**config.mk**
```make
export PLATFORM = sky130hd
export DESIGN_NAME = button_click_classifier
export DESIGN_NICKNAME = d
export VERILOG_FILES = /design/src/hdl/bcc_pkg.sv /design/src/hdl/bcc_step.sv /design/src/hdl/button_click_classifier.sv
export VERILOG_INCLUDE_DIRS = /design/src /design/src/hdl
export SDC_FILE = /design/constraint.sdc
export NUM_CORES = 1
export LEC_CHECK = 0
export BUFFER_PORTS_ARGS = -buffer_cell sky130_fd_sc_hd__buf_2
export CORE_ASPECT_RATIO = 1.75
export CORE_MARGIN = 2
export CORE_UTILIZATION = 55
export DETAILED_ROUTE_END_ITERATION = 7
export PLACE_DENSITY = 0.81
export SLEW_MARGIN = 40
export SYNTH_ARGS = -nofsm -noshare
export SYNTH_HDL_FRONTEND = slang
export SYNTH_SLANG_ARGS = --single-unit
```
**constraint.sdc**
```tcl
create_clock -name clk -period 12.6 [get_ports clk]
set_input_delay 3.78 -clock clk [delete_from_list [all_inputs] [get_ports clk]]
set_output_delay 3.78 -clock clk [all_outputs]
set_load 0.01 [all_outputs]
```
**src/hdl/button_click_classifier_defines.svh**
```systemverilog
// Assertion helpers for the RTL.
// Each macro expects clk and arst_n in scope.
`ifndef BUTTON_CLICK_CLASSIFIER_DEFINES_SVH
`define BUTTON_CLICK_CLASSIFIER_DEFINES_SVH

// Same-cycle implication.
`define BCC_ASSERT_NOW(lbl, ante, cons, msg) \
	lbl: assert property (@(posedge clk) disable iff (!arst_n) (ante) |-> (cons)) \
		else $error(msg);

// Next-cycle implication.
`define BCC_ASSERT_NEXT(lbl, ante, cons, msg) \
	lbl: assert property (@(posedge clk) disable iff (!arst_n) (ante) |=> (cons)) \
		else $error(msg);

`endif

```
**src/hdl/bcc_pkg.sv**
```systemverilog
package bcc_pkg;

	localparam int unsigned TIME_W   = 32;
	localparam int unsigned CFG_W    = 16;
	localparam int unsigned CNT_W    = 8;
	localparam int unsigned CFG_ADDR_W = 2;

	localparam logic [CNT_W-1:0] CLICK_MAX = 8'd255;
	localparam logic [CNT_W-1:0] CLICK_ONE = 8'd1;
	localparam logic [CNT_W-1:0] CLICK_TWO = 8'd2;

	localparam logic [CFG_W-1:0] DEBOUNCE_RST   = 16'd50;
	localparam logic [CFG_W-1:0] LONG_PRESS_RST = 16'd1000;
	localparam logic [CFG_W-1:0] CLICK_TIME_RST = 16'd300;
	localparam logic [CFG_W-1:0] MULTI_GAP_RST  = 16'd300;

	typedef enum logic [CFG_ADDR_W-1:0] {
		REG_DEBOUNCE   = 2'd0,
		REG_LONG_PRESS = 2'd1,
		REG_CLICK_TIME = 2'd2,
		REG_MULTI_GAP  = 2'd3
	} reg_idx_t;

	typedef struct packed {
		logic [CFG_W-1:0] debounce_interval;
		logic [CFG_W-1:0] long_press_time;
		logic [CFG_W-1:0] click_time;
		logic [CFG_W-1:0] multi_click_gap;
	} cfg_t;

	typedef struct packed {
		logic [TIME_W-1:0] last_sample_time;
		logic              last_level;
		logic              pressed_flag;
		logic              long_flag;
		logic [TIME_W-1:0] press_start_time;
		logic [TIME_W-1:0] release_time;
		logic [CNT_W-1:0]  click_counter;
	} state_t;

	typedef struct packed {
		logic [CNT_W-1:0] multi_click_count;
		logic             multi_click;
		logic             double_click;
		logic             single_click;
		logic             long_held;
		logic             held;
		logic             just_released;
		logic             just_pressed;
	} result_t;

endpackage

```
**src/hdl/bcc_step.sv**
```systemverilog
module bcc_step (
	input  bcc_pkg::cfg_t                  cfg,
	input  bcc_pkg::state_t                st,
	input  logic                           button_active,
	input  logic [bcc_pkg::TIME_W-1:0]     now_ms,
	output bcc_pkg::state_t                st_next,
	output bcc_pkg::result_t               res
);
	import bcc_pkg::*;

	logic [TIME_W-1:0] sample_dt;
	logic [TIME_W-1:0] press_dt;
	logic [TIME_W-1:0] quiet_dt;
	logic              take;
	logic              rise;
	logic              fall;
	logic              long_hit;
	logic              click_hit;
	logic              report;
	state_t            st_edge;
	logic [CNT_W-1:0]  cnt_mid;

	// debounce gate and edge detect
	always_comb begin
		sample_dt = now_ms - st.last_sample_time;
		take      = sample_dt >= {{(TIME_W-CFG_W){1'b0}}, cfg.debounce_interval};
		rise      = take && button_active && !st.last_level;
		fall      = take && !button_active && st.last_level;

		st_edge = st;
		if (take) begin
			st_edge.last_sample_time = now_ms;
			st_edge.last_level       = button_active;
		end
		if (rise) begin
			st_edge.pressed_flag     = 1'b1;
			st_edge.press_start_time = now_ms;
		end else if (fall) begin
			st_edge.pressed_flag = 1'b0;
			st_edge.long_flag    = 1'b0;
			st_edge.release_time = now_ms;
		end
	end

	// long press / click counting, then report after the quiet gap
	always_comb begin
		press_dt  = now_ms - st_edge.press_start_time;
		quiet_dt  = now_ms - st_edge.release_time;
		long_hit  = st_edge.pressed_flag &&
			(press_dt >= {{(TIME_W-CFG_W){1'b0}}, cfg.long_press_time});
		click_hit = fall && (press_dt <= {{(TIME_W-CFG_W){1'b0}}, cfg.click_time});

		st_next = st_edge;
		cnt_mid = st.click_counter;
		if (long_hit) begin
			st_next.long_flag = 1'b1;
			cnt_mid           = '0;
		end else if (click_hit && (st.click_counter != CLICK_MAX)) begin
			cnt_mid = st.click_counter + CLICK_ONE;
		end

		report = !st_edge.pressed_flag && (cnt_mid != '0) &&
			(quiet_dt >= {{(TIME_W-CFG_W){1'b0}}, cfg.multi_click_gap});

		res                   = '0;
		res.just_pressed      = rise;
		res.just_released     = fall;
		res.held              = st_edge.pressed_flag;
		res.long_held         = st_next.long_flag;
		st_next.click_counter = cnt_mid;
		if (report) begin
			st_next.click_counter = '0;
			if (cnt_mid == CLICK_ONE) begin
				res.single_click = 1'b1;
			end else if (cnt_mid == CLICK_TWO) begin
				res.double_click = 1'b1;
			end else begin
				res.multi_click       = 1'b1;
				res.multi_click_count = cnt_mid;
			end
		end
	end

endmodule

```
**src/hdl/button_click_classifier.sv**
```systemverilog
// Button debounce and click classifier. Each input transfer carries one
// sample of the pressed-level button signal and its millisecond timestamp;
// each sample yields exactly one result transfer with the debounced press
// and release edges, the held and long-press levels, and a single, double
// or multi click report (with the saturating click count for multi).
// Throughput is one sample per clock while m_tready does not hold the result.
// The sample is captured in an input register, and the state update plus
// classification happen in one pass of compare/subtract logic that writes the
// state and result registers. That state loop sets the rate. The user must
// write registers through cfg_wen/cfg_addr/cfg_wdata only while the block is
// idle; the block does not enforce this. Time differences wrap modulo 2^32.
`include "button_click_classifier_defines.svh"

module button_click_classifier (
	input  logic        clk,
	input  logic        arst_n,
	// input stream
	input  logic        s_tvalid,
	output logic        s_tready,
	input  logic [39:0] s_tdata,   // [0] button_active, [32:1] now_ms, [39:33] zero
	// result stream
	output logic        m_tvalid,
	input  logic        m_tready,
	output logic [15:0] m_tdata,   // [0] just_pressed, [1] just_released, [2] held,
	                               // [3] long_held, [4] single_click, [5] double_click,
	                               // [6] multi_click, [14:7] multi_click_count, [15] zero
	// configuration writes
	input  logic                               cfg_wen,
	input  logic [bcc_pkg::CFG_ADDR_W-1:0]     cfg_addr,
	input  logic [bcc_pkg::CFG_W-1:0]          cfg_wdata
);
	import bcc_pkg::*;

	// input stage
	logic              valid_s1;
	logic              level_s1;
	logic [TIME_W-1:0] now_s1;

	// result stage
	logic              out_valid_q;
	result_t           res_q;

	// block state and registers
	cfg_t              cfg_q;
	state_t            st_q;
	state_t            st_next;
	result_t           res_next;

	logic              out_free;
	logic              advance;

	assign out_free = !out_valid_q || m_tready;
	assign advance  = valid_s1 && out_free;
	// input register frees up whenever its item moves on
	assign s_tready = !valid_s1 || advance;

	always_ff @(posedge clk or negedge arst_n) begin
		if (!arst_n) begin
			valid_s1 <= 1'b0;
		end else if (s_tready) begin
			valid_s1 <= s_tvalid;
		end
	end

	always_ff @(posedge clk) begin
		if (s_tvalid && s_tready) begin
			level_s1 <= s_tdata[0];
			now_s1   <= s_tdata[TIME_W:1];
		end
	end

	bcc_step u_step (
		.cfg           (cfg_q),
		.st            (st_q),
		.button_active (level_s1),
		.now_ms        (now_s1),
		.st_next       (st_next),
		.res           (res_next)
	);

	// state advances once per sample, in step with the result register
	always_ff @(posedge clk or negedge arst_n) begin
		if (!arst_n) begin
			st_q <= '0;
		end else if (advance) begin
			st_q <= st_next;
		end
	end

	always_ff @(posedge clk or negedge arst_n) begin
		if (!arst_n) begin
			out_valid_q <= 1'b0;
		end else if (out_free) begin
			out_valid_q <= valid_s1;
		end
	end

	always_ff @(posedge clk) begin
		if (advance) begin
			res_q <= res_next;
		end
	end

	// configuration registers
	always_ff @(posedge clk or negedge arst_n) begin
		if (!arst_n) begin
			cfg_q.debounce_interval <= DEBOUNCE_RST;
			cfg_q.long_press_time   <= LONG_PRESS_RST;
			cfg_q.click_time        <= CLICK_TIME_RST;
			cfg_q.multi_click_gap   <= MULTI_GAP_RST;
		end else if (cfg_wen) begin
			case (reg_idx_t'(cfg_addr))
				REG_DEBOUNCE:   cfg_q.debounce_interval <= cfg_wdata;
				REG_LONG_PRESS: cfg_q.long_press_time   <= cfg_wdata;
				REG_CLICK_TIME: cfg_q.click_time        <= cfg_wdata;
				REG_MULTI_GAP:  cfg_q.multi_click_gap   <= cfg_wdata;
				default: ;
			endcase
		end
	end

	assign m_tvalid = out_valid_q;
	assign m_tdata  = {1'b0, res_q};

	// at most one click kind per result
	`BCC_ASSERT_NOW(a_one_kind, out_valid_q,
		$onehot0({res_q.single_click, res_q.double_click, res_q.multi_click}),
		"more than one click kind reported")
	// count shows only with multi, and then at least three
	`BCC_ASSERT_NOW(a_count_tie, out_valid_q,
		(res_q.multi_click ? (res_q.multi_click_count > CLICK_TWO)
			: (res_q.multi_click_count == '0)),
		"click count inconsistent with multi flag")
	// edges agree with the held level
	`BCC_ASSERT_NOW(a_edge_level, out_valid_q && (res_q.just_pressed || res_q.just_released),
		(res_q.just_pressed != res_q.just_released) &&
		(res_q.held == res_q.just_pressed),
		"press/release edge disagrees with held level")
	// long press only while held
	`BCC_ASSERT_NOW(a_long_held, out_valid_q && res_q.long_held, res_q.held,
		"long press flagged while released")
	// a click report leaves no pending clicks behind
	`BCC_ASSERT_NEXT(a_report_clears,
		advance && (res_next.single_click || res_next.double_click || res_next.multi_click),
		st_q.click_counter == '0,
		"click counter not cleared after report")

endmodule
```
==> impl_summary.txt, run 1 <==
----------------------------------------------------
[Outcome]
  Result of the run ... finished clean

[Pwr]
  Power Dens Cells ... 189 nW/um^2
  Reg power frac ... 28.8%
  Switching share of power ... 40.7%
  Switch Pwr ... 1.38 mW
  Relative contribution of the clock network to total power ... 21.7%
  Internal power consumption ... 2.00 mW
  Worst VDD drop ... 130 uV
  Share of total power in combinational logic ... 49.6%
  Pleak ... 8.06 nW

[GRT]
  Global route total overflow ... 0
  Global-route usage over all layers ... 28.0%
  Met1 global-route usage ... 28.8%
  Vias in the first global route ... 13867
  First-pass GRT wire length ... 69200 um
  Routing usage on met2 ... 51.2%
  Met3 usage ... 2.42%
  Pin count of the biggest net entering global routing ... 91
  Antenna violations before repair ... 0
  Layer carrying the most global-route usage ... met2

[CTS]
  Latest clock arrival within the worst-skew pair ... 560 ps
  Max clock buf depth ... 3
  Buffer type at the clock tree root ... sky130_fd_sc_hd__clkbuf_16
  Hold-fix buffer count after cts ... 0
  Worst-path clk slew ... 60 ps
  Number of instances resized during post-cts repair ... 0
  TritonCTS clock tree ... done
  Clock sink count ... 221
  Number of levels in the clock H-tree ... 1
  Post-CTS setup buffers ... 0
  Total CTS buffers ... 24

[Yosys]
  Post-synthesis async set-or-reset flop share ... 78.3%
  Total of warnings raised by yosys ... 0
  Number of instances in the synthesized netlist ... 1746
  Synthesized net count ... 1971
  Fraction of the yosys area taken by sequential cells ... 35.5%
  Register bit total from synthesis ... 221
  Mean cell area of the mapped netlist ... 9.34 um^2
  Number of distinct library cells after synthesis ... 95
  Area of the mapped netlist ... 16300 um^2
  Count of flip-flops with a built-in enable after synthesis ... 48
  Leading register cell type out of synthesis ... sky130_fd_sc_hd__dfrtp_1

[Setup path]
  Worst path required time ... 12910 ps
  Cell type of the slowest stage on the worst timing path ... sky130_fd_sc_hd__o31ai_4
  Critical path class ... reg -> reg
  Worst Setup End Kind ... flop
  Biggest fanout along the worst timing path ... 25
  Kind of launch point of the worst setup path ... flop
  Most prevalent standard cell on the critical path ... sky130_fd_sc_hd__ha_1
  Highest cell delay on the worst timing path ... 760 ps
  Data arrival time of the critical path ... 11980 ps

[Routing]
  Number of routed nets with antenna violations ... 0
  Detailed-route vias per instance ... 6.20
  Drt drc ... 0
  Routed wire length per instance ... 19.6 um
  Drt pass-1 iters ... 7
  Iteration-0 DRC Markers ... 762
  Total routed wirelength ... 43000 um
  Vias ... 13630

[Floorplanning]
  Starting utilization of the core area ... 55.7%
  Die outline area ... 31100 um^2
  Vertical extent of the die ... 232 um
  Count of boundary I/O pins ... 81
  Horizontal extent of the die ... 134 um
  # rows ... 83
  Core ar. ... 29300 um^2

[Finish]
  Area growth from synthesis to final layout ... 9.59%
  Diode insertion count for antenna repair ... 0
  Sequential cell area ... 5790 um^2
  Net count, final ... 2023
  Footprint of the multi-input gates ... 9770 um^2
  Share of layout cells above drive strength 1 ... 15.1%
  FILL cells ... 2469
  Most common library cell in the layout ignoring fill and taps ... sky130_fd_sc_hd__nand2_1
  Highest-count cells in the layout ignoring fill and taps ... 175 x sky130_fd_sc_hd__nand2_1, 159 x sky130_fd_sc_hd__ha_1, 156 x sky130_fd_sc_hd__dfrtp_1
  Final instance area ... 17900 um^2

[Place]
  Number of I/O port buffers ... 72
  Placed wire-length estimate ... 33400 um
  Global placer's final weighted congestion ... 0.936
  Placement-stage cell area ... 17000 um^2

[STA]
  Max Clock Freq ... 85.6 MHz
  Sum Neg Setup Slack ... 0 ps
  Fin crit period ... 11680 ps
  Skew final ... 25.0 ps
  Period utilization ... 92.7%
  Final Hold Violating Endpoints ... 0
  Unrepaired setup endpoints after global routing ... false
  Final Slew Violations ... 0
  Total setup violations reported at the end of the flow ... 0
  Worst max-slew margin expressed relative to the limit ... 45.1%
  Slew @ Worst Pin ... 824 ps

[Min path]
  Min-Delay Path Class ... reg -> reg

[Flow run]
  # Max-Cap Violations ... 0

----------------------------------------------------
-- critical path: cells and delay by family (launching register included) --
| family | cells | cell delay (ps) |
|---|---|---|
| simple gates | 13 | 3400 |
| flops | 1 | 550 |
| buf+inv | 1 | 290 |
| fa+ha+maj | 4 | 1250 |
| xor+xnor | 2 | 310 |
| compound gates | 18 | 5350 |
| mux | 1 | 260 |
-- cell usage after synthesis (6+ instances only) --
cell,n,area [um^2]
sky130_fd_sc_hd__buf_2,14,70.1
sky130_fd_sc_hd__nand3b_1,10,75.1
sky130_fd_sc_hd__o21ai_0,142,711
sky130_fd_sc_hd__dfstp_2,17,447
sky130_fd_sc_hd__mux2i_1,66,661
sky130_fd_sc_hd__ha_1,159,1990
sky130_fd_sc_hd__xnor2_1,44,385
sky130_fd_sc_hd__a211oi_1,27,203
sky130_fd_sc_hd__a21boi_0,7,52.6
sky130_fd_sc_hd__a211o_1,9,78.8
sky130_fd_sc_hd__nand2b_1,16,100
sky130_fd_sc_hd__or3_1,7,43.8
sky130_fd_sc_hd__clkbuf_1,40,150
sky130_fd_sc_hd__edfxtp_1,48,1440
sky130_fd_sc_hd__and4_1,6,52.6
sky130_fd_sc_hd__o21ai_1,8,40.0
sky130_fd_sc_hd__nand2_1,176,661
sky130_fd_sc_hd__nor2b_1,16,100
sky130_fd_sc_hd__xor2_1,22,193
sky130_fd_sc_hd__nor3_1,20,100
sky130_fd_sc_hd__o21a_1,22,165
sky130_fd_sc_hd__inv_1,129,484
sky130_fd_sc_hd__nand4_1,35,219
sky130_fd_sc_hd__nor2_1,90,338
sky130_fd_sc_hd__o31ai_1,6,45.0
sky130_fd_sc_hd__nor4_1,11,68.8
sky130_fd_sc_hd__a21o_1,35,263
sky130_fd_sc_hd__and3_1,13,81.3
sky130_fd_sc_hd__a21oi_1,111,556
sky130_fd_sc_hd__dfrtp_1,156,3900
sky130_fd_sc_hd__o211ai_1,11,82.6
sky130_fd_sc_hd__o31a_1,7,61.3
sky130_fd_sc_hd__or2_2,10,62.6
sky130_fd_sc_hd__o21bai_1,10,75.1
sky130_fd_sc_hd__a31oi_1,23,144
sky130_fd_sc_hd__mux2_2,84,946
sky130_fd_sc_hd__nand3_1,24,120
-- sequential cells by signal, indices dropped and copies added (netlist names) --
register / flops
m_tvalid: 1
valid_s1: 1
now_s1: 32
cfg_q: 64
level_s1: 1
st_q: 107
m_tdata: 15
-- power groups by stage --
stage / sequential [mW] / clock (mW) / combinational, mW
2_1_floorplan: 0.953 / 0 / 1.27
5_1_grt: 0.987 / 0.771 / 1.87
6_report: 0.972 / 0.732 / 1.68
3_5_place_dp: 0.983 / 0 / 1.64
3_3_place_gp: 0.974 / 0 / 1.59
4_1_cts: 0.971 / 0.746 / 1.66
-- worst paths after layout --
| kind | slack [ps] | end | cells past startpoint | startpoint |
|---|---|---|---|---|
| max in group asynchronous | 7600 | st_q[85] | 3 | arst_n |
| setup / recovery | 920 | m_tdata[7] | 39 | now_s1[1] |
| hold reg to reg | 480 | st_q[60] | 2 | st_q[60] |
| min in group asynchronous | 3260 | st_q[24] | 1 | arst_n |
| setup reg to reg | 920 | m_tdata[7] | 39 | now_s1[1] |
| hold / removal | 480 | st_q[60] | 2 | st_q[60] |
-- routing by layer --
metal	part of all wire [%]	wire length, um
met1	36	15400
met4	9.4	4050
met5	0	0
met3	3.7	1610
met2	51	21900
-- cell families (layout without fill, tap and decap cells) --
family | after synthesis | count (layout) | share of synthesized area, %
AOI/OAI and AO/OA | 488 | 488 | 19.7
other | 1 | 1 | 0.0230
adders and majority gates | 162 | 162 | 12.6
xor gates and xnor gates | 66 | 66 | 3.55
DFF | 221 | 221 | 35.5
and+or+nand+nor | 464 | 464 | 14.0
buffers and inverters | 194 | 264 | 4.76
muxes | 150 | 150 | 9.85
-- through the flow --
stage	setup slack [ps]	cells	utilization [%]	power [mW]	hold WS [ps]
CTS	1110	2196	60.9	3.38	479
floorplan	3430	1746	-	2.22	440
detailed placement	1220	2152	58.1	2.63	464
finish	922	2198	61.0	3.38	478
global route	531	2198	61.0	3.63	496
global placement	1330	2151	58.1	2.56	457
-- area by class of cell --
| class | instances | area share, % |
|---|---|---|
| Clock inverter | 13 | 0.763 |
| Timing Repair Buffer | 89 | 2.87 |
| Inverter | 131 | 2.75 |
| Clock buffer | 31 | 3.85 |
| Multi-Input combinational cell | 1331 | 54.7 |
| Tap cell | 382 | 2.68 |
| Sequential cell | 221 | 32.4 |
Note: power is estimated with default switching activity, not from simulation.
==> inputs of run 2 (changes only) <==
clock period = 12.9 ns   (was 12.6 ns; I/O delays follow)
==> run 2 against run 1 <==
Non-clock buffer count shrank 1. Hold slack gained 4.0 ps. Global-route usage shrank 0.34 points. First-iteration DRC count shrank 2.2%. Die area is the same. Sequential share of layout area is essentially flat. Highest routed layer unchanged. Sequential power shrank 2.2%. Largest power group unchanged.
==> impl_summary.txt, run 2 (same netlist as run 1, synthesis figures left out) <==
----------------------------------------------------
[CTS]
  Buffer type at the clock tree root ... sky130_fd_sc_hd__clkbuf_16 (unchanged)
  TritonCTS clock tree ... done (unchanged)
  Hold-fix buffer count after cts ... 0 (unchanged)
  Number of levels in the clock H-tree ... 1 (unchanged)
  Total CTS buffers ... 24 (unchanged)
  Number of instances resized during post-cts repair ... 0 (unchanged)
  Post-CTS setup buffers ... 0 (unchanged)
  Max clock buf depth ... 3 (unchanged)
  Latest clock arrival within the worst-skew pair ... 540 ps (was 560 ps)
  Clock sink count ... 221 (unchanged)
  Worst-path clk slew ... 60 ps (about the same)

[GRT]
  Routing usage on met2 ... 52.4% (was 51.2%)
  Vias in the first global route ... 13614 (was 13867)
  Met3 usage ... 2.34% (was 2.42%)
  Global-route usage over all layers ... 27.7% (was 28.0%)
  First-pass GRT wire length ... 68300 um (was 69200 um)
  Global route total overflow ... 0 (unchanged)
  Layer carrying the most global-route usage ... met2 (unchanged)
  Antenna violations before repair ... 0 (unchanged)
  Met1 global-route usage ... 28.7% (was 28.8%)
  Pin count of the biggest net entering global routing ... 90 (was 91)

[Finish]
  Largest register by flop count ... st_q (unchanged)
  Number of flip-flops under the largest register name ... 107 (unchanged)
  Share of layout cells above drive strength 1 ... 15.0% (was 15.1%)
  FILL cells ... 2494 (was 2469)
  Highest-count cells in the layout ignoring fill and taps ... 175 x sky130_fd_sc_hd__nand2_1, 159 x sky130_fd_sc_hd__ha_1, 156 x sky130_fd_sc_hd__dfrtp_1 (unchanged)
  Regs by FF count ... st_q (107), cfg_q (64), now_s1 (32) (unchanged)
  Net count, final ... 2022 (was 2023)
  Most common library cell in the layout ignoring fill and taps ... sky130_fd_sc_hd__nand2_1 (unchanged)
  Diode insertion count for antenna repair ... 0 (unchanged)
  Area growth from synthesis to final layout ... 9.49% (was 9.59%)
  Final instance area ... 17800 um^2 (was 17900 um^2)

[Setup path]
  Cell type of the slowest stage on the worst timing path ... sky130_fd_sc_hd__o31ai_4 (unchanged)
  Worst path required time ... 13190 ps (was 12910 ps)
  Worst Setup End Kind ... flop (unchanged)
  Critical path class ... reg -> reg (unchanged)
  Most prevalent standard cell on the critical path ... sky130_fd_sc_hd__ha_1 (unchanged)
  Data arrival time of the critical path ... 11740 ps (was 11980 ps)
  Biggest fanout along the worst timing path ... 16 (was 25)
  Highest cell delay on the worst timing path ... 750 ps (was 760 ps)
  Kind of launch point of the worst setup path ... flop (unchanged)

[STA]
  Final Slew Violations ... 0 (unchanged)
  Total setup violations reported at the end of the flow ... 0 (unchanged)
  Max Clock Freq ... 87.4 MHz (was 85.6 MHz)
  Fin crit period ... 11450 ps (was 11680 ps)
  Final Hold Violating Endpoints ... 0 (unchanged)
  Sum Neg Setup Slack ... 0 ps (unchanged)
  Skew final ... 25.2 ps (was 25.0 ps)
  Unrepaired setup endpoints after global routing ... false (unchanged)
  Slew @ Worst Pin ... 796 ps (was 824 ps)
  Period utilization ... 88.7% (was 92.7%)
  Worst max-slew margin expressed relative to the limit ... 45.6% (was 45.1%)

[Routing]
  Drt pass-1 iters ... 7 (unchanged)
  Vias ... 13485 (was 13630)
  Iteration-0 DRC Markers ... 745 (was 762)
  Routed wire length per instance ... 19.5 um (was 19.6 um)
  Drt drc ... 0 (unchanged)
  Detailed-route vias per instance ... 6.14 (was 6.20)
  Total routed wirelength ... 42800 um (was 43000 um)
  Number of routed nets with antenna violations ... 0 (unchanged)

[Floorplanning]
  Core ar. ... 29300 um^2 (unchanged)
  Starting utilization of the core area ... 55.7% (unchanged)
  Count of boundary I/O pins ... 81 (unchanged)
  Die outline area ... 31100 um^2 (unchanged)
  Horizontal extent of the die ... 134 um (unchanged)
  # rows ... 83 (unchanged)
  Vertical extent of the die ... 232 um (unchanged)

[Outcome]
  Result of the run ... finished clean (unchanged)

[Pwr]
  Pleak ... 8.03 nW (was 8.06 nW)
  Overall power consumption ... 3.32 mW (was 3.38 mW)
  Power Dens Cells ... 186 nW/um^2 (was 189 nW/um^2)
  Worst VDD drop ... 148 uV (was 130 uV)

[Place]
  Placement-stage cell area ... 17000 um^2 (about the same)
  Placed wire-length estimate ... 33100 um (was 33400 um)
  Global placer's final weighted congestion ... 0.947 (was 0.936)
  Number of I/O port buffers ... 72 (unchanged)

[Min path]
  Min-Delay Path Class ... reg -> reg (unchanged)

[Flow run]
  # Max-Cap Violations ... 0 (unchanged)

----------------------------------------------------
-- run 2: through the flow --
| step | hold WS, ps | setup WS (ps) | util, % | cells |
|---|---|---|---|---|
| floorplan | 440 | 3730 | - | 1746 |
| CTS | 484 | 1550 | 60.9 | 2195 |
| finish | 482 | 1450 | 61.0 | 2196 |
| global placement | 457 | 1750 | 58.0 | 2150 |
| global route | 502 | 939 | 61.0 | 2196 |
| detailed placement | 471 | 1600 | 58.1 | 2152 |
-- run 2: area by class of cell --
cell class	instances	area, um^2	share of cell area, %
clock buffer	33	697	3.90
clock inverter	10	135	0.757
multi-input combinational	1331	9770	54.7
inverter	131	492	2.75
sequential	221	5790	32.4
tap	382	478	2.68
timing repair buffer	88	489	2.74
-- run 2: path summary, 6_finish.rpt --
check	from	end	slack, ps	cells past startpoint
worst min-delay path	st_q[28]	st_q[28]	480	2
worst max-delay path	now_s1[1]	m_tdata[7]	1450	42
worst max register to register	now_s1[1]	m_tdata[7]	1450	42
min in group asynchronous	arst_n	st_q[9]	3360	1
worst min register to register	st_q[28]	st_q[28]	480	2
max in group asynchronous	arst_n	st_q[81]	8310	2
-- run 2: per-layer routing --
layer / wire length (um) / vias to the layer above
met2: 22300 / 428
met5: 0 / -
li1: - / 6485
met3: 1550 / 166
met1: 15700 / 6406
met4: 3280 / 0
-- run 2: critical path, delay by kind of cell (launching register included) --
kind | cells | cell delay [ps]
compound gates | 20 | 5030
xor+xnor | 2 | 270
fa+ha+maj | 5 | 1430
buf+inv | 2 | 410
flops | 1 | 550
mux | 1 | 250
simple gates | 12 | 3220
-- run 2: power by group --
| part | total (mW) | internal, mW | switching [mW] |
|---|---|---|---|
| registers | 0.951 | 0.861 | 0.0905 |
| clock network | 0.732 | 0.438 | 0.294 |
| logic | 1.64 | 0.676 | 0.963 |
| total | 3.32 | 1.98 | 1.35 |
